--- src/design/sted_pkg.sv ---
// ----------------------------------------------------------------------------
// sted_pkg
// Shared constants and types for the single-tap echo delay unit.
// ----------------------------------------------------------------------------
`default_nettype none

package sted_pkg;

    // Delay memory depth, in samples
    localparam int DELAY_DEPTH = 32768;
    localparam int ADDR_W      = $clog2(DELAY_DEPTH);

    // Field widths
    localparam int SAMP_W = 16;
    localparam int DLY_W  = 16;
    // Clamped delay must be able to hold DELAY_DEPTH itself
    localparam int DEFF_W = 17;

    // 3*|x| fits in 18 bits for any 16-bit magnitude up to 32768
    localparam int TRIPLE_W = SAMP_W + 2;

    // floor(n/5) = (n * 52429) >> 18, exact for every n below 2^18
    localparam logic [15:0] DIV5_MUL   = 16'd52429;
    localparam int          DIV5_SHIFT = 18;
    localparam int          PROD_W     = TRIPLE_W + 16;

    // Per-sample tag carried from the control unit into the datapath
    typedef struct packed {
        logic echo;   // echo term is active for this sample
        logic zero;   // zero delay: the delayed sample is the input itself
    } t_tag;

endpackage

`default_nettype wire

--- src/design/sted_ctrl.sv ---
// ----------------------------------------------------------------------------
// sted_ctrl
// Write pointer, clip sample counter and delay-tap address generation.
// ----------------------------------------------------------------------------
`default_nettype none

module sted_ctrl (
    input  wire logic                          i_clk,
    input  wire logic                          i_rst_n,
    input  wire logic                          i_accept,
    input  wire logic                          i_clip_start,
    input  wire logic [sted_pkg::DLY_W-1:0]    i_delay,
    output logic      [sted_pkg::ADDR_W-1:0]   o_wr_addr,
    output logic      [sted_pkg::ADDR_W-1:0]   o_rd_addr,
    output sted_pkg::t_tag                     o_tag
);

    localparam int SUM_W = sted_pkg::DEFF_W + 1;

    logic [sted_pkg::ADDR_W-1:0] r_wp, n_wp;
    logic [sted_pkg::DLY_W-1:0]  r_seen, n_seen;
    logic [sted_pkg::DLY_W-1:0]  seen_cur;
    logic [sted_pkg::DEFF_W-1:0] d_eff;
    logic [SUM_W-1:0]            wp_x;
    logic [SUM_W-1:0]            d_x;
    logic [SUM_W-1:0]            tap;

    // Clamp the delay to the memory depth
    always_comb begin
        if (sted_pkg::DEFF_W'(i_delay) > sted_pkg::DEFF_W'(sted_pkg::DELAY_DEPTH)) begin
            d_eff = sted_pkg::DEFF_W'(sted_pkg::DELAY_DEPTH);
        end else begin
            d_eff = sted_pkg::DEFF_W'(i_delay);
        end
    end

    // Tap address: write pointer minus delay, modulo the depth
    always_comb begin
        wp_x = SUM_W'(r_wp);
        d_x  = SUM_W'(d_eff);
        if (wp_x >= d_x) begin
            tap = wp_x - d_x;
        end else begin
            tap = wp_x + SUM_W'(sted_pkg::DELAY_DEPTH) - d_x;
        end
    end

    // Restart the count on a clip start, then decide whether the echo applies
    always_comb begin
        seen_cur   = i_clip_start ? '0 : r_seen;
        o_tag.echo = sted_pkg::DEFF_W'(seen_cur) >= d_eff;
        o_tag.zero = (d_eff == '0);
        n_seen     = (seen_cur == '1) ? seen_cur : seen_cur + 1'b1;
        n_wp       = (r_wp == sted_pkg::ADDR_W'(sted_pkg::DELAY_DEPTH - 1)) ? '0
                                                                          : r_wp + 1'b1;
    end

    // Advance pointer and counter on each accepted transaction
    always_ff @(posedge i_clk) begin
        if (!i_rst_n) begin
            r_wp   <= '0;
            r_seen <= '0;
        end else if (i_accept) begin
            r_wp   <= n_wp;
            r_seen <= n_seen;
        end
    end

    assign o_wr_addr = r_wp;
    assign o_rd_addr = tap[sted_pkg::ADDR_W-1:0];

endmodule

`default_nettype wire

--- config.mk ---
export PLATFORM = sky130hd
export DESIGN_NAME = sted_ctrl
export DESIGN_NICKNAME = d
export VERILOG_FILES = /design/src/design/sted_pkg.sv /design/src/design/sted_ctrl.sv
export SDC_FILE = /design/constraint.sdc
export NUM_CORES = 1
export LEC_CHECK = 0
export BUFFER_PORTS_ARGS = -buffer_cell sky130_fd_sc_hd__buf_2
export CORE_MARGIN = 5
export CORE_UTILIZATION = 57
export CTS_CLUSTER_DIAMETER = 40
export DETAILED_ROUTE_END_ITERATION = 12
export GPL_ROUTABILITY_DRIVEN = 0
export GPL_TIMING_DRIVEN = 0
export PLACE_DENSITY_LB_ADDON = 0.25
export SYNTH_ARGS = -nofsm -noshare
export SYNTH_HDL_FRONTEND = slang
export SYNTH_SLANG_ARGS = --single-unit
--- constraint.sdc ---
create_clock -name i_clk -period 3.25 [get_ports i_clk]
set_clock_uncertainty 0.2 [all_clocks]
set_input_delay 0.1625 -clock i_clk [delete_from_list [all_inputs] [get_ports i_clk]]
set_output_delay 0.1625 -clock i_clk [all_outputs]
set_load 0.01 [all_outputs]
# == After elaboration in Yosys (flattened, before gate mapping) ==
# Cells that the tools add are included.
# word_totals
regBits,31
in_bits,20
# op_classes
eq_ne,2
n_addsub,5
muxes,5
order_cmp,3
reduce_logical,1
# op_table
op,n
two-way mux 16 bit,3
"adder 15 x 1 -> 15 bit, second input constant",2
two-way mux 15 bit,2
subtractor 15 bit,2
zero test 17 bit,1
"adder 16 x 1 -> 16 bit, second input constant",1
"equality test 16 bit, second input constant",1
>= comparator 15 x 16 -> 1 bit,1
>= comparator 16 bit,1
"> comparator 16 bit, second input constant",1
"equality test 15 bit, second input constant",1

# == Longest topological paths before layout ==
# depth
word_depth,4
mapped_depth,11
depth_no_buf,11

# == Worst setup path before layout ==
# OpenSTA, ideal clock, no wires.
# synth_path
path_kind,in2out
start,input i_delay[3] in the netlist's numbering
end,output o_rd_addr[12] in the netlist's numbering
arrival_ps,2251
path_slack_ps,636
cell_stages,10
path_buffers,0
required_ps,2887
path_cell_list,nor4_1 -> nand4_1 -> nand2_1 -> nand2_1 -> ha_1 -> nor2b_1 -> o31a_1 -> o41ai_2 -> o21ai_0 -> xnor2_1
# synth_between
elab_chain_cells,4
# synth_rtl
element,line_no,source
start: declaration,sted_ctrl.sv:12,"input wire logic [sted_pkg::DLY_W-1:0] i_delay,"
> comparator 16 bit,sted_ctrl.sv:30,if (sted_pkg::DEFF_W'(i_delay) > sted_pkg::DEFF_W'(sted_pkg::DELAY_DEPTH)) begin
two-way mux 16 bit *,sted_ctrl.sv:30,
subtractor 15 bit (tied with other cells),sted_ctrl.sv:44,tap = wp_x + SUM_W'(sted_pkg::DELAY_DEPTH) - d_x;
two-way mux 15 bit *,sted_ctrl.sv:41,if (wp_x >= d_x) begin
end: declaration,sted_ctrl.sv:14,"output logic [sted_pkg::ADDR_W-1:0] o_rd_addr,"
# Mark *: on every way between the ends. The rest lies on a longest branch, timed or not.

# == Worst setup path after layout ==
# layout_path
start,input i_delay[12] in the netlist's numbering
end,output o_rd_addr[14] in the netlist's numbering
# Same word-level chain as after synthesis.

==> summary by stage <==
Yosys
The number of nets in the synthesized netlist is 421. Counting flops and latches in the post-synthesis netlist gives 31. The mapped netlist covers 2850 um2. sky130_fd_sc_hd__nand2_1 is the most common cell in the netlist. Counting flops with a built-in enable in the synthesized netlist gives 0. By count the netlist is led by sky130_fd_sc_hd__nand2_1, sky130_fd_sc_hd__ha_1, sky130_fd_sc_hd__nor2_1. The share of flip-flops with an asynchronous set or reset is 0%.

The synthesized netlist cell count is 367. Ranked by total cell area, the synthesized netlist is headed by sky130_fd_sc_hd__dfxtp_1, sky130_fd_sc_hd__ha_1, sky130_fd_sc_hd__nand2_1. The post-synthesis cell type count is 60.

The yosys synthesis warning count is 0. The top cell type by total area after synthesis is sky130_fd_sc_hd__dfxtp_1. The area fraction of the dominant cell type after synthesis is 21.7%. Sequential cells were found to cover 21.7% of the synthesized design area. The most used flip-flop cell after synthesis is sky130_fd_sc_hd__dfxtp_1.

Each instance of the synthesized netlist takes up on average 7.78 um2.

Clock tree
The CTS root buffer is sky130_fd_sc_hd__clkbuf_8. The H-tree was split into 2 levels. After clock tree synthesis, the clock-pin slew on the worst setup and hold paths is 0.06 ns. For this design, the sink count on the clock tree is 31. Clock tree synthesis inserted a total of 5 buffers. The CTS tree is built. The longest clock path from root to sink contains 2 buffers. The clock latency on the worst-skew pair is 0.28 ns.

Drt
The number of DRC violations after detailed routing is 0. Using the TritonRoute via totals, the vias-per-cell ratio works out to 5.91. The number of DRC violations after detailed-routing iteration 0 is 246. The number of nets with antenna violations after detailed routing is 0. The routed wire length is 7.53 mm. The number of vias in the routed layout is 2904. In the final routed layout, each cell accounts on average for 15.3 um. The first TritonRoute pass finished after 5 iterations.

Floorplan
The die is 80.8 um wide. 52 I/O pins were placed. The die covers 6520 um2. Once the floorplan was initialized, standard cells occupied 59.6% of the core. The number of placement rows is 25. In this run the standard cell core region covers 4790 um2. The die is 80.8 um tall.

Global routing
The initial antenna violation count is 0. Entering global routing, the biggest net connects 11 pins. The number of global-route vias before repair is 2758. The leftover overflow at the end of global routing is 0.

The wire length of the first global-routing pass is 12.7 mm. The overall global routing resource usage is 24.6%.

STA
The total of endpoints with negative setup slack in the final report is 0. The setup TNS is 0 ns. The worst path in the final design needs a cycle of 3.14 ns, including I/O delays and setup. The hold violation total from the final report is 0. Static timing analysis puts the maximum clock frequency at 318 MHz. The max-slew violation count was 0.

The final cycle utilization of the critical path is 96.6%. In this run the tightest slew margin relative to its limit is 57.4%. For the pin with the worst max-slew slack, the measured transition is 0.635 ns.

Finish
The number of filler cells placed in the layout is 436. The proportion of layout cells with a drive suffix above 1 is 18.6%. Across the whole layout, storage elements account for 621 um2.

The repair_antennas step left the layout with diodes totalling 0. The final cell utilization of the core is 69.1%. The count of nets after finishing is 479.

Once layout is done, the placed cells without fillers occupy 3310 um2. The signed area change from the synthesized netlist to the final layout is 15.9%. The total area of multi-input combinational cells is 2120 um2.

Power and ir drop
For this design the ratio of total power to cell area is 264 nW/um2. The largest voltage drop on the vdd net is 0.214 mV. Overall power consumption after layout is estimated at 872 uW. For this design the static power due to leakage is 0.00149 uW.

Placement
The post-detailed-placement cell area is 3180 um2. Summed over all nets, the half-perimeter wirelength after detailed placement is 5.92 mm. The count of input and output buffers is 49.

Worst setup path
The critical path's top delay family is simple AND/OR/NAND/NOR gates. The worst setup path is launched from an input pin. The largest incremental delay on the critical path is 0.35 ns.

The critical path is of the input pin to output pin type. The arrival time of the worst setup path is 2.78 ns. The signal on the critical path passes through buf_2 > nor4_4 > nand4_1 > nand2_1 > nand2_1 > ha_1 > nor2b_1 > o31a_1 > o41ai_4 > buf_4 > o2111ai_1 > o311ai_0 > buf_2. The endpoint type of the worst setup path is an output pin. The critical path contains buffers and inverters numbering 3 combined.

The slowest stage of the critical path is the sky130_fd_sc_hd__nor4_4 cell. The worst-path maximum fanout is 5. At the worst endpoint, the required time is 2.89 ns.

Run
The max-capacitance violation count is 0.

Outcome
The run finished with clean final reports.

Hold path
The path class of the lowest-slack min-delay path is input pin to flop.
-- stage by stage --
step	hold slack, ns	worst slack (ns)	std cells
after detailed placement	0.268	-0.144	483
final	0.148	0.110	491
after global placement	0.256	-0.134	483
after floorplan	0.173	0.636	367
after CTS	0.135	0.117	489
after global routing	0.177	-0.00839	491
-- path summary, 6_finish.rpt --
check                                 start       endpoint  slack, ns  depth (start not counted)
worst max-delay path            i_delay[12]  o_rd_addr[14]       0.11                         13
worst min-delay path                i_rst_n      r_seen[7]       0.15                          3
worst max register to register    r_seen[0]     r_seen[10]       0.95                          8
worst min register to register    r_seen[1]      r_seen[1]       0.27                          2
-- layout by cell type (no fill, tap or decap), drive strengths merged, types with 2 or more instances in the layout --
cell type  netlist  layout
nor2            33      33
clkbuf           7      13
xnor2           10      10
nand2b           7       7
or2              3       3
o2bb2ai          2       2
a211o            2       2
a21o             9       9
ha              33      33
o311ai           2       2
and3             4       4
nor2b           13      13
a21oi           18      18
dfxtp           31      31
and2             2       2
o21ai            9       9
a31oi            3       3
nand3           15      15
a31o             2       2
buf              4      55
or3              3       3
inv             20      20
xor2            13      13
a211oi           3       3
nand2           49      49
o211ai           3       3
nor4            13      13
o41ai            3       3
o2111ai          2       2
nor3             7       7
o21a             4       4
mux2i            8       8
o31ai            2       2
nand4           11      11
o22ai            2       2
-- state kept, by name, indices dropped and copies added, names as in the netlist --
name,count
r_seen,16
o_wr_addr,15
-- metal layers --
layer  global-route usage, %  wire length (um)
met1                    33.5              3650
met3                    4.88               481
met2                    39.4              3290
met5                       0                 0
met4                    7.26               106
-- tightest hold or removal path, delay by kind of cell --
kind	cells	cell delay, ns
buffers and inverters	1	0.22
and+or+nand+nor	1	0.15
muxes	1	0.05
-- cells by family (layout without fill, tap and decap cells) --
| group | after synthesis | count (layout) | synth area share, % |
|---|---|---|---|
| AOI/OAI and AO/OA | 74 | 74 | 18.2 |
| xor gates and xnor gates | 23 | 23 | 7.06 |
| adders and majority gates | 34 | 34 | 15.2 |
| buffers and inverters | 31 | 88 | 5.22 |
| DFF | 31 | 31 | 21.7 |
| muxes | 9 | 9 | 3.20 |
| and+or+nand+nor | 165 | 165 | 29.5 |
-- layout make-up --
type	count	area share, %
Multi-Input combinational cell	305	64.1
Buffer	11	2.23
Clock buffer	6	2.19
Tap cell	67	2.53
Inverter	20	2.27
Timing Repair Buffer	51	7.87
Sequential cell	31	18.8
-- power breakdown --
| group | internal, uW | switching [uW] |
|---|---|---|
| sequential | 383 | 3.55 |
| combinational | 84.9 | 120 |
| clock | 142 | 138 |
-- repair_timing --
action / 4_1_cts / 5_1_grt
endpoints found under the hold margin: 0 / 0
pin swaps: 0 / 1
buffers inserted: 0 / 2
setup endpoints to repair: 3 / 2
hold buffers: 0 / 0
resized for setup: 2 / 4
(Power assumes the default switching activity.)
