$ cat src/design/sted_pkg.sv
// ----------------------------------------------------------------------------
// sted_pkg
// Shared constants and types for the single-tap echo delay unit.
// ----------------------------------------------------------------------------
`default_nettype none

package sted_pkg;

    // Delay memory depth, in samples
    localparam int DELAY_DEPTH = 32768;
    localparam int ADDR_W      = $clog2(DELAY_DEPTH);

    // Field widths
    localparam int SAMP_W = 16;
    localparam int DLY_W  = 16;
    // Clamped delay must be able to hold DELAY_DEPTH itself
    localparam int DEFF_W = 17;

    // 3*|x| fits in 18 bits for any 16-bit magnitude up to 32768
    localparam int TRIPLE_W = SAMP_W + 2;

    // floor(n/5) = (n * 52429) >> 18, exact for every n below 2^18
    localparam logic [15:0] DIV5_MUL   = 16'd52429;
    localparam int          DIV5_SHIFT = 18;
    localparam int          PROD_W     = TRIPLE_W + 16;

    // Per-sample tag carried from the control unit into the datapath
    typedef struct packed {
        logic echo;   // echo term is active for this sample
        logic zero;   // zero delay: the delayed sample is the input itself
    } t_tag;

endpackage

`default_nettype wire

$ cat src/design/sted_echo_path.sv
// ----------------------------------------------------------------------------
// sted_echo_path
// Scale the delayed sample by 3/5 (truncated toward zero), add the input,
// and hold the result in the output register.
// ----------------------------------------------------------------------------
`default_nettype none

module sted_echo_path (
    input  wire logic                                i_clk,
    input  wire logic                                i_rst_n,
    input  wire logic                                i_accept,
    input  wire logic signed [sted_pkg::SAMP_W-1:0]  i_sample,
    input  wire sted_pkg::t_tag                      i_tag,
    input  wire logic        [sted_pkg::SAMP_W-1:0]  i_rd_data,
    input  wire logic                                i_out_stall,
    output logic                                     o_busy,
    output logic                                     o_out_valid,
    output logic signed      [sted_pkg::SAMP_W-1:0]  o_sample_out
);

    // Stage B: memory data arrives
    logic                                r_b_vld;
    logic signed [sted_pkg::SAMP_W-1:0]  r_b_x;
    sted_pkg::t_tag                      r_b_tag;
    // Stage C: tripled magnitude
    logic                                r_c_vld;
    logic signed [sted_pkg::SAMP_W-1:0]  r_c_x;
    logic                                r_c_neg;
    logic [sted_pkg::TRIPLE_W-1:0]       r_c_n;
    // Output register
    logic                                r_o_vld;
    logic signed [sted_pkg::SAMP_W-1:0]  r_o_y;

    logic                                b_adv;
    logic                                c_adv;
    logic [sted_pkg::SAMP_W-1:0]         past;
    logic [sted_pkg::TRIPLE_W-1:0]       mag;
    logic [sted_pkg::TRIPLE_W-1:0]       n_triple;
    logic [sted_pkg::PROD_W-1:0]         prod;
    logic [sted_pkg::SAMP_W-1:0]         quot;
    logic [sted_pkg::SAMP_W-1:0]         term;
    logic signed [sted_pkg::SAMP_W-1:0]  n_y;

    // Stage handshake: a stage moves when the next one is free or moving
    assign c_adv  = !r_o_vld || !i_out_stall;
    assign b_adv  = !r_c_vld || c_adv;
    assign o_busy = r_b_vld && !b_adv;

    // Select the delayed sample and form 3*|past|; no echo gives zero
    always_comb begin
        past = r_b_tag.zero ? r_b_x : i_rd_data;
        mag  = {{(sted_pkg::TRIPLE_W - sted_pkg::SAMP_W){past[sted_pkg::SAMP_W-1]}}, past};
        if (past[sted_pkg::SAMP_W-1]) begin
            mag = ~mag + 1'b1;
        end
        n_triple = r_b_tag.echo ? mag + (mag << 1) : '0;
    end

    // Divide by five through the reciprocal, restore sign, add the input
    always_comb begin
        prod = sted_pkg::PROD_W'(r_c_n) * sted_pkg::PROD_W'(sted_pkg::DIV5_MUL);
        quot = sted_pkg::SAMP_W'(prod >> sted_pkg::DIV5_SHIFT);
        term = r_c_neg ? -quot : quot;
        n_y  = r_c_x + $signed(term);
    end

    // Valid bits
    always_ff @(posedge i_clk) begin
        if (!i_rst_n) begin
            r_b_vld <= 1'b0;
            r_c_vld <= 1'b0;
            r_o_vld <= 1'b0;
        end else begin
            if (!o_busy) begin
                r_b_vld <= i_accept;
            end
            if (b_adv) begin
                r_c_vld <= r_b_vld;
            end
            if (c_adv) begin
                r_o_vld <= r_c_vld;
            end
        end
    end

    // Payload registers: hold while the stage is blocked
    always_ff @(posedge i_clk) begin
        if (i_accept) begin
            r_b_x   <= i_sample;
            r_b_tag <= i_tag;
        end
        if (b_adv && r_b_vld) begin
            r_c_x   <= r_b_x;
            r_c_neg <= past[sted_pkg::SAMP_W-1];
            r_c_n   <= n_triple;
        end
        if (c_adv && r_c_vld) begin
            r_o_y <= n_y;
        end
    end

    assign o_out_valid  = r_o_vld;
    assign o_sample_out = r_o_y;

endmodule

`default_nettype wire

$ cat config.mk
export PLATFORM = sky130hd
export DESIGN_NAME = sted_echo_path
export DESIGN_NICKNAME = d
export VERILOG_FILES = /design/src/design/sted_pkg.sv /design/src/design/sted_echo_path.sv
export SDC_FILE = /design/constraint.sdc
export NUM_CORES = 1
export LEC_CHECK = 0
export ABC_AREA = 1
export BUFFER_PORTS_ARGS = -buffer_cell sky130_fd_sc_hd__buf_4
export CORE_ASPECT_RATIO = 1.25
export CORE_UTILIZATION = 55
export CTS_CLUSTER_DIAMETER = 40
export CTS_CLUSTER_SIZE = 8
export DETAILED_ROUTE_END_ITERATION = 10
export HOLD_SLACK_MARGIN = 0.15
export MAX_ROUTING_LAYER = met4
export PLACE_DENSITY = 0.75
export SLEW_MARGIN = 10
export SYNTH_ARGS = -nofsm -noshare
export SYNTH_HDL_FRONTEND = slang
export SYNTH_SLANG_ARGS = --single-unit
$ cat constraint.sdc
create_clock -name i_clk -period 19.7 [get_ports i_clk]
set_input_delay 3.94 -clock i_clk [delete_from_list [all_inputs] [get_ports i_clk]]
set_output_delay 3.94 -clock i_clk [all_outputs]
set_load 0.01 [all_outputs]
# After elaboration in Yosys (flattened, before gate mapping)
# Index checks and enable logic that the tools add are counted.
dict set report op_classes {
  n_addsub 4
  mul 1
  div 0
  n_lt_le_gt_ge 0
  eq_ne 0
  n_shift 0
  n_mux 3
  n_bitwise 1
  reduce_logical 9
}
# op n
set ops {}
lappend ops {{$mul A18 B16 Y34 const B} 1}
lappend ops {{$mux W16} 2}
lappend ops {{$add A18 B1 Y18 const B} 1}
lappend ops {{$add A18 B18 Y18} 1}
lappend ops {{$mux W18} 1}
lappend ops {{$not A18 Y18} 1}
lappend ops {{$add A16 B16 Y16} 1}
lappend ops {{$neg A16 Y16} 1}
lappend ops {{$logic_not A1 Y1} 4}
lappend ops {{$logic_and A1 B1 Y1} 3}
lappend ops {{$logic_or A1 B1 Y1} 2}
dict set report totals {
  reg_bits 72
  latch_bits 0
  ramBits 0
  romBits 0
  in_bits 38
  elab_cells 28
  memories 0
}

# Longest topological paths before layout
# Gate-level depths: netlist of run 1.
dict set report depth {
  ltp_word 5
  mapped_depth 39
}

# Worst setup path after synthesis of run 1
# OpenSTA, ideal clock, no wires.
dict set report synth_path {
  path_kind {in2out}
  startpoint {input port i_out_stall}
  endpoint {output port o_busy}
  t_arrival_ns 4.322
  required_time_ns 15.760
  slack_ns 11.438
  cell_stages 4
  path_buffers 0
  cell_sequence {nand2_1 nor2_1 inv_1 nor2_1}
}
dict set report synth_via {
  elab_chain_len 5
}
# item line_no
set synth_lines {}
lappend synth_lines {{start: declaration} sted_echo_path.sv:15} ;# input wire logic i_out_stall,
lappend synth_lines {{$logic_not A1 Y1} sted_echo_path.sv:45} ;# assign c_adv = !r_o_vld || !i_out_stall;
lappend synth_lines {{$logic_or A1 B1 Y1} sted_echo_path.sv:45}
lappend synth_lines {{$logic_or A1 B1 Y1} sted_echo_path.sv:46} ;# assign b_adv = !r_c_vld || c_adv;
lappend synth_lines {{$logic_not A1 Y1} sted_echo_path.sv:47} ;# assign o_busy = r_b_vld && !b_adv;
lappend synth_lines {{$logic_and A1 B1 Y1} sted_echo_path.sv:47}
lappend synth_lines {{end: declaration} sted_echo_path.sv:16} ;# output logic o_busy,
# Every way passes these cells.

# Final worst setup path of run 1
# Same ends and word-level chain as after synthesis.

==> results of run 1 <==
## worst max-delay path by stage
stage,start,end,slack [ns]
floorplan,i_out_stall,o_busy,11.44
global placement,i_out_stall,o_busy,11.26
detailed placement,i_out_stall,o_busy,11.25
CTS,i_out_stall,o_busy,11.24
global route,i_out_stall,o_busy,11.21
finish,i_out_stall,o_busy,11.25
## state kept, by name, indices dropped and copies added (netlist names)
name          cells
r_c_n            18
o_sample_out     16
r_b_x            16
r_c_x            16
r_b_tag           2
o_out_valid       1
r_b_vld           1
r_c_neg           1
r_c_vld           1
## metal layers
| layer | up-vias | track usage [%] | routed length (µm) |
|---|---|---|---|
| li1 | 4298 | - | - |
| met2 | 197 | 49.0 | 12400 |
| met1 | 3929 | 30.3 | 9940 |
| met3 | 48 | 2.84 | 1080 |
| met4 | 0 | 11.0 | 826 |
| met5 | - | - | 0 |
## cell usage after synthesis (all sizes together) (5+ instances only)
library cell,count
edfxtp,69
nand3,50
fa,95
nand4,13
xor2,41
o21ai,38
nand3b,5
nand2,292
mux2i,8
or2,8
xnor2,6
ha,173
o21a,5
inv,355
nor3,11
nor2,70
a21oi,68
## through the flow
stage / cell area, µm² / setup slack (ns)
2_1_floorplan: 10700 / 11.44
3_3_place_gp: 11400 / 11.26
4_1_cts: 11700 / 11.24
6_report: 11700 / 11.25
5_1_grt: 11700 / 11.21
3_5_place_dp: 11400 / 11.25
## logic make-up after synthesis
family / after synthesis
buffers and inverters: 361
flip-flops: 72
XOR/XNOR: 47
other: 1
AO/OA/AOI/OAI: 130
multiplexers: 8
adder cells (fa/ha/maj): 268
AND/OR/NAND/NOR: 450
## layout make-up
type                            instances  share of cell area, %
Inverter                              355                   11.4
Tap cell                              232                   2.48
Clock inverter                          7                  0.653
Sequential cell                        72                   18.2
Timing Repair Buffer                   57                   3.66
Multi-Input combinational cell        904                   61.6
Clock buffer                            9                   1.93
==> impl_metrics.tcl, run 1 <==
set metrics [dict create \
    outcome "finished clean" \
    drive_above_1_share_pct 7.34 \
    rsz0062_at_grt "no" \
    r2r_cells 34 \
    vias_per_cell 5.18 \
    tns_ns 0 \
    period_needed_ns 8.45 \
    cts_buffer_depth 2 \
    port_buffers 55 \
    tritoncts "built" \
    synth_area_um2 10700 \
    diodes 0 \
    cts-htree-levels 3 \
    synth_cells 1337 \
    area_delta_synth_final_pct 9.20 \
    period_share_pct 42.9 \
    synth_flop_cell "edfxtp_1" \
    synth_xor_area_share_pct 3.85 \
    drc_errors 0 \
    cts_root_buf "clkbuf_16" \
    min-delay-start "r_b_x[0]" \
    grt_pass1_vias 8623 \
    cts.reportedPaths.clkPinSlew_ns 0.06 \
    synth_top_area_share_pct 20.2 \
    fin_nets 1705 \
    detailed_place_hpwl_um 21200 \
    wirelength_um 24200 \
    drtAntennaViolNets 0 \
    max_cap_violations 0 \
    path_delay_family "buffers and inverters" \
    grt_pass1_wl_um 40200 \
    critPathBufInv 3 \
    slew_headroom_pct 50.8 \
    dp.cells 1620 \
    vias 8472 \
    grt_max_degree 36 \
    drv_slew 0 \
    yosysTopAreaCell "ha_1" \
    start_util_pct 56.6 \
    grt-ovfl-total 0 \
    fp.dieArea_um2 20000 \
    final_cell_mix "inv_1 (351), nand2_1 (284), ha_1 (173)" \
    worst_path_largest_cell_delay_ns 0.14 \
    ys_ff_latch 72 \
    final_util_pct 61.8 \
    crit_slowest_cell "nor2_1" \
    synth_cell_types 44 \
    cts_made_buffers 9 \
    tightestPinTransition_ns 0.738 \
    antenna_found_initial 0 \
    worstSetupPathType "primary input to primary output" \
    multiInputGateArea_um2 7200 \
    synth_nets 1643 \
    synth_fa_ha_area_share_pct 38.0 \
    min_path_cells 0 \
    reg2reg_from "r_c_n[10]" \
    worst-path-stages 6 \
    firstDrtPassIters 6 \
    ys_warn_count 0 \
    insertion_delay_ns 0.34 \
    clock_skew_ns 0.0103 \
    ys_seq_area_share_pct 19.9 \
    instances_no_fill 1636 \
    start_kind "primary input" \
    postCtsResizedCells 0 \
    synth.area.top_cells "ha_1 (20%), edfxtp_1 (19%), fa_1 (18%)" \
    numClockSinks 72 \
    num_rows 56 \
    synth_top_family_by_area "adder cells" \
    async_reset_ff_share_pct 0 \
    holdWs_ns 0.442 \
    synthSimpleGateAreaFrac_pct 17.9 \
    cp.required_ns 15.76 \
    gp_congestion 0.966 \
    register_area_um2 2130 \
    finalSetupViolCount 0 \
    die_h_um 158 \
    hold_class "register to register" \
    timing.final.hold_violations 0 \
    wl_per_cell_um 14.8 \
    critPathCaptureType "primary output" \
    die_w_um 127 \
    synth_compound_area_share_pct 6.76 \
    crit_chain "buf_4 > nand2_1 > nor2_1 > inv_1 > nor2_1 > buf_4" \
    drt-initial-drc-count 321 \
    worstPathMaxFanout 3 \
    r2r-end "o_sample_out[15]" \
    postCtsHoldBufs 0 \
    avgSynthCellArea_um2 8.00 \
    grt_usage_pct 26.9 \
    synth-edff-count 69 \
    final_common_cell "inv_1" \
    fillers 1661 \
    postCtsSetupBuffers 0 \
    synthMuxAreaShare_pct 0.748 \
    r2r_slack_ns 12.02 \
    min_to "r_c_x[0]" \
    cp.arrival_ns 4.51 \
    core_area_um2 18900 \
    fmax_mhz 118 \
    io_pins 56 \
]
Power of run 1 is not shown: default switching activity piles up to over one toggle a cycle in this logic, so the estimate is an artifact.
==> run 2, diff against run 1 <==
- PLACE_DENSITY: 0.75 -> 0.78
- clock period: 19.7 -> 7.4 ns (I/O delays scaled with it)
==> run 2 against run 1 <==
Critical path depth increased by 30. Cell count grew 2.9%. Count of clock-buffer cells in the layout is the same. Core utilization up 3.8 points. Hold slack improved by 0.0089 ns. First-iteration DRC count rose by 39%. Highest routed layer unchanged.
==> impl_metrics.tcl, run 2 (synthesis gave the netlist of run 1 again) <==
set metrics [dict create \
    register_area_um2 2130 \
    start_util_pct 56.6 \
    outcome "finished clean" \
    final_cell_mix "inv_1 (351), nand2_1 (269), ha_1 (158)" \
    start_kind "register" \
    fmax_mhz 142 \
    grt_max_degree 36 \
    drive_above_1_share_pct 14.3 \
    timing.critical_path.mode_cell "nand2_1" \
    worstPathMaxFanout 4 \
    top_register "r_c_n" \
    num_rows 56 \
    postCtsHoldBufs 0 \
    slew_headroom_pct 51.0 \
    area_delta_synth_final_pct 15.9 \
    port_buffers 55 \
    drc_errors 0 \
    worst_path_largest_cell_delay_ns 0.56 \
    largest_register_ffs 18 \
    crit_slowest_cell "fa_1" \
    instances_no_fill 1684 \
    detailed_place_hpwl_um 22600 \
    period_needed_ns 7.03 \
    hold_class "register to register" \
    grt_pass1_wl_um 43000 \
    fillers 1569 \
    die_w_um 127 \
    insertion_delay_ns 0.34 \
    wirelength_um 27000 \
    path_delay_family "adder cells" \
    drtAntennaViolNets 0 \
    period_share_pct 95.0 \
    cp.arrival_ns 7.12 \
    fp.dieArea_um2 20000 \
    drt-initial-drc-count 446 \
    dp.cells 1638 \
    critPathCaptureType "register" \
    io_pins 56 \
    core_area_um2 18900 \
    finalSetupViolCount 0 \
    timing.final.hold_violations 0 \
    critPathBufInv 7 \
    cts-htree-levels 3 \
    numClockSinks 72 \
    cts_made_buffers 9 \
    max_cap_violations 0 \
    gp_congestion 0.961 \
    cp.required_ns 7.49 \
    fin_ws_ns 0.367 \
    wl_per_cell_um 16.0 \
    clock_skew_ns 0.0103 \
    post-place-ws_ns -0.0824 \
    cts.reportedPaths.clkPinSlew_ns 0.07 \
    cts_buffer_depth 2 \
    grt_pass1_vias 8893 \
    firstDrtPassIters 5 \
    drv_slew 0 \
    grt_usage_pct 28.8 \
    vias_per_cell 5.26 \
    die_h_um 158 \
    multiInputGateArea_um2 7520 \
    vias 8861 \
    tightestPinTransition_ns 0.735 \
    cts_root_buf "clkbuf_16" \
    worstSetupPathType "register to register" \
    final_common_cell "inv_1" \
    tritoncts "built" \
    grt-ovfl-total 0 \
    antenna_found_initial 0 \
    holdWs_ns 0.451 \
    diodes 0 \
    fin_nets 1753 \
]
run 2: changes by cell type in the layout (fill, tap and decap cells not counted), moves of 5 or more:
cell,delta
a21oi_1,-11
a21oi_2,+9
buf_4,+48
ha_1,-15
ha_4,+11
nand2_1,-15
nand2_2,+13
nor2_1,-8
o21ai_0,-5
o21ai_1,+5
run 2: per-stage QoR:
| stage | setup TNS, ns | cell area [µm²] | util, % |
|---|---|---|---|
| after global routing | -0.159 | 12400 | 65.5 |
| after CTS | 0 | 11900 | 62.9 |
| after global placement | 0 | 11500 | 60.9 |
| after detailed placement | -0.166 | 11500 | 60.9 |
| after floorplan | 0 | 10700 | - |
| final | 0 | 12400 | 65.5 |
run 2: cell type report:
type / count / area share, %
clock buffer: 9 / 1.82
sequential: 72 / 17.2
multi-input combinational: 904 / 60.6
clock inverter: 7 / 0.868
timing repair buffer: 105 / 6.36
tap: 232 / 2.34
inverter: 355 / 10.8
run 2: path summary, 6_finish.rpt:
path	start	end	slack [ns]	cells after the start
hold / removal	r_b_x[0]	r_c_x[0]	0.45	0
hold reg to reg	r_b_x[0]	r_c_x[0]	0.45	0
setup reg to reg	r_c_n[1]	o_sample_out[11]	0.37	36
setup / recovery	r_c_n[1]	o_sample_out[11]	0.37	36
run 2: timing repair:
item	in CTS	in global routing
pin swaps	0	20
setup endpoints to repair	3	8
resized for setup	1	70
setup buffers	6	24
endpoints found under the hold margin	0	0
run 2: worst register-to-register path: cells and delay by family, from the launching register on:
kind / cells / cell delay [ns]
AOI/OAI and AO/OA: 4 / 0.57
xor gates and xnor gates: 2 / 0.34
adders and majority gates: 9 / 3.57
buffers and inverters: 7 / 0.55
DFF: 1 / 0.46
and+or+nand+nor: 14 / 1.27
run 2: layer usage:
layer	vias to the layer above	part of all wire (%)	routed length, µm	track usage (%)
met4	0	3.3	889	10.2
met2	246	50	13600	51.4
met1	4160	42	11300	34.2
li1	4393	-	-	-
met5	-	0	0	-
met3	62	4.5	1210	2.67
Power of run 2 is left out for the same reason.
==> run 3, diff against run 2 <==
- REMOVE_ABC_BUFFERS: not set -> 1
- TNS_END_PERCENT: not set -> 30
==> run 3 against run 2 <==
Core utilization decreased by 1.0 points. Via count is 1.5% lower. Hold slack worse by 0.0063 ns. Wire length shrank 2.6%. Fmax fell by 0.46%. Critical endpoint unchanged. Critical path type unchanged. Clock skew hardly changed. Cell count shrank 0.95%.
==> impl_metrics.tcl, run 3 (synthesis gave the netlist of run 1 again) <==
set metrics [dict create \
    outcome "finished clean" \
    grt_pass1_vias 8852 \
    wl_met2_um 13300 \
    num_rows 56 \
    grt-ovfl-total 0 \
    fp.dieArea_um2 20000 \
    wl_met3_um 1050 \
    worstSetupPathType "register to register" \
    vias 8726 \
    cp.arrival_ns 7.15 \
    post-place-ws_ns -0.104 \
    fin_ws_ns 0.334 \
    top_register "r_c_n" \
    clock_skew_ns 0.0108 \
    worst-path-stages 34 \
    worst_path_largest_cell_delay_ns 0.60 \
    final_cell_mix "inv_1 (349), nand2_1 (275), ha_1 (160)" \
    drtAntennaViolNets 0 \
    wl_per_cell_um 15.8 \
    die_w_um 127 \
    period_share_pct 95.5 \
    fmax_mhz 142 \
    wirelength_um 26300 \
    critPathBufInv 4 \
    final_common_cell "inv_1" \
    tritoncts "built" \
    top_layer_used "met4" \
    grt_pass1_wl_um 42000 \
    slew_headroom_pct 49.8 \
    grt_usage_pct 28.2 \
    drc_errors 0 \
    cts-htree-levels 3 \
    tightestPinTransition_ns 0.753 \
    drive_above_1_share_pct 12.8 \
    crit_slowest_cell "fa_1" \
    firstDrtPassIters 5 \
    timing.final.hold_violations 0 \
    start_util_pct 56.6 \
    max_cap_violations 0 \
    grt_max_degree 36 \
    core_area_um2 18900 \
    fillers 1619 \
    largest_register_ffs 18 \
    port_buffers 55 \
    diodes 0 \
    start_kind "register" \
    numClockSinks 72 \
    cp.required_ns 7.48 \
    finalSetupViolCount 0 \
    timing.critical_path.mode_cell "nand2_1" \
    vias_per_cell 5.23 \
    die_h_um 158 \
    path_delay_family "adder cells" \
    io_pins 56 \
    detailed_place_hpwl_um 22900 \
    insertion_delay_ns 0.33 \
    period_needed_ns 7.07 \
    fin_nets 1737 \
    wl_met1_um 10900 \
    cts_made_buffers 9 \
    r2r_cells 34 \
    cts.reportedPaths.clkPinSlew_ns 0.07 \
    drv_slew 0 \
    min_path_cells 0 \
    antenna_found_initial 0 \
    worstPathMaxFanout 6 \
    drt-initial-drc-count 390 \
    critPathCaptureType "register" \
    area_delta_synth_final_pct 14.0 \
    hold_class "register to register" \
    cts_root_buf "clkbuf_16" \
    gp_congestion 0.976 \
    cts_buffer_depth 2 \
]
[run 3: changes by cell type in the layout (fill, tap and decap cells not counted), moves of 4 or more]
cell / delta
a21oi_2: +5
buf_4: -16
nand2_2: -4
nand2_1: +6
[run 3: layout make-up]
class / count / area [µm²] / area share [%]
sequential: 72 / 2130 / 17.5
timing repair buffer: 89 / 668 / 5.48
clock inverter: 7 / 108 / 0.882
multi-input combinational: 904 / 7440 / 61.0
inverter: 355 / 1340 / 10.9
tap: 232 / 290 / 2.38
clock buffer: 9 / 225 / 1.85
[run 3: layer usage]
layer / track usage (%) / up-vias
li1: - / 4356
met1: 32.3 / 4066
met2: 51.0 / 226
met3: 2.43 / 78
met4: 11.3 / 0
met5: - / -
[run 3: worst paths after layout]
check / from / end / slack (ns)
min reg2reg: r_b_x[0] / r_c_x[0] / 0.44
max: r_c_n[1] / o_sample_out[11] / 0.33
min: r_b_x[0] / r_c_x[0] / 0.44
max reg2reg: r_c_n[1] / o_sample_out[11] / 0.33
[run 3: metrics by stage]
stage          TNS [ns]  instances  util (%)  hold WS [ns]  instance area [µm²]
5_1_grt          -0.147       1668      64.5         0.458                12200
3_5_place_dp     -0.180       1636      60.8         0.431                11500
6_report              0       1668      64.5         0.445                12200
2_1_floorplan         0       1331         -         0.418                10700
4_1_cts               0       1654      62.8         0.447                11900
3_3_place_gp          0       1636      60.8         0.430                11500
[run 3: timing repair]
item | 4_1_cts | 5_1_grt
resized for setup | 3 | 50
pin swaps | 0 | 12
setup endpoints to repair | 3 | 8
hold buffers | 0 | 0
setup buffers | 2 | 14
Power of run 3 is left out for the same reason.
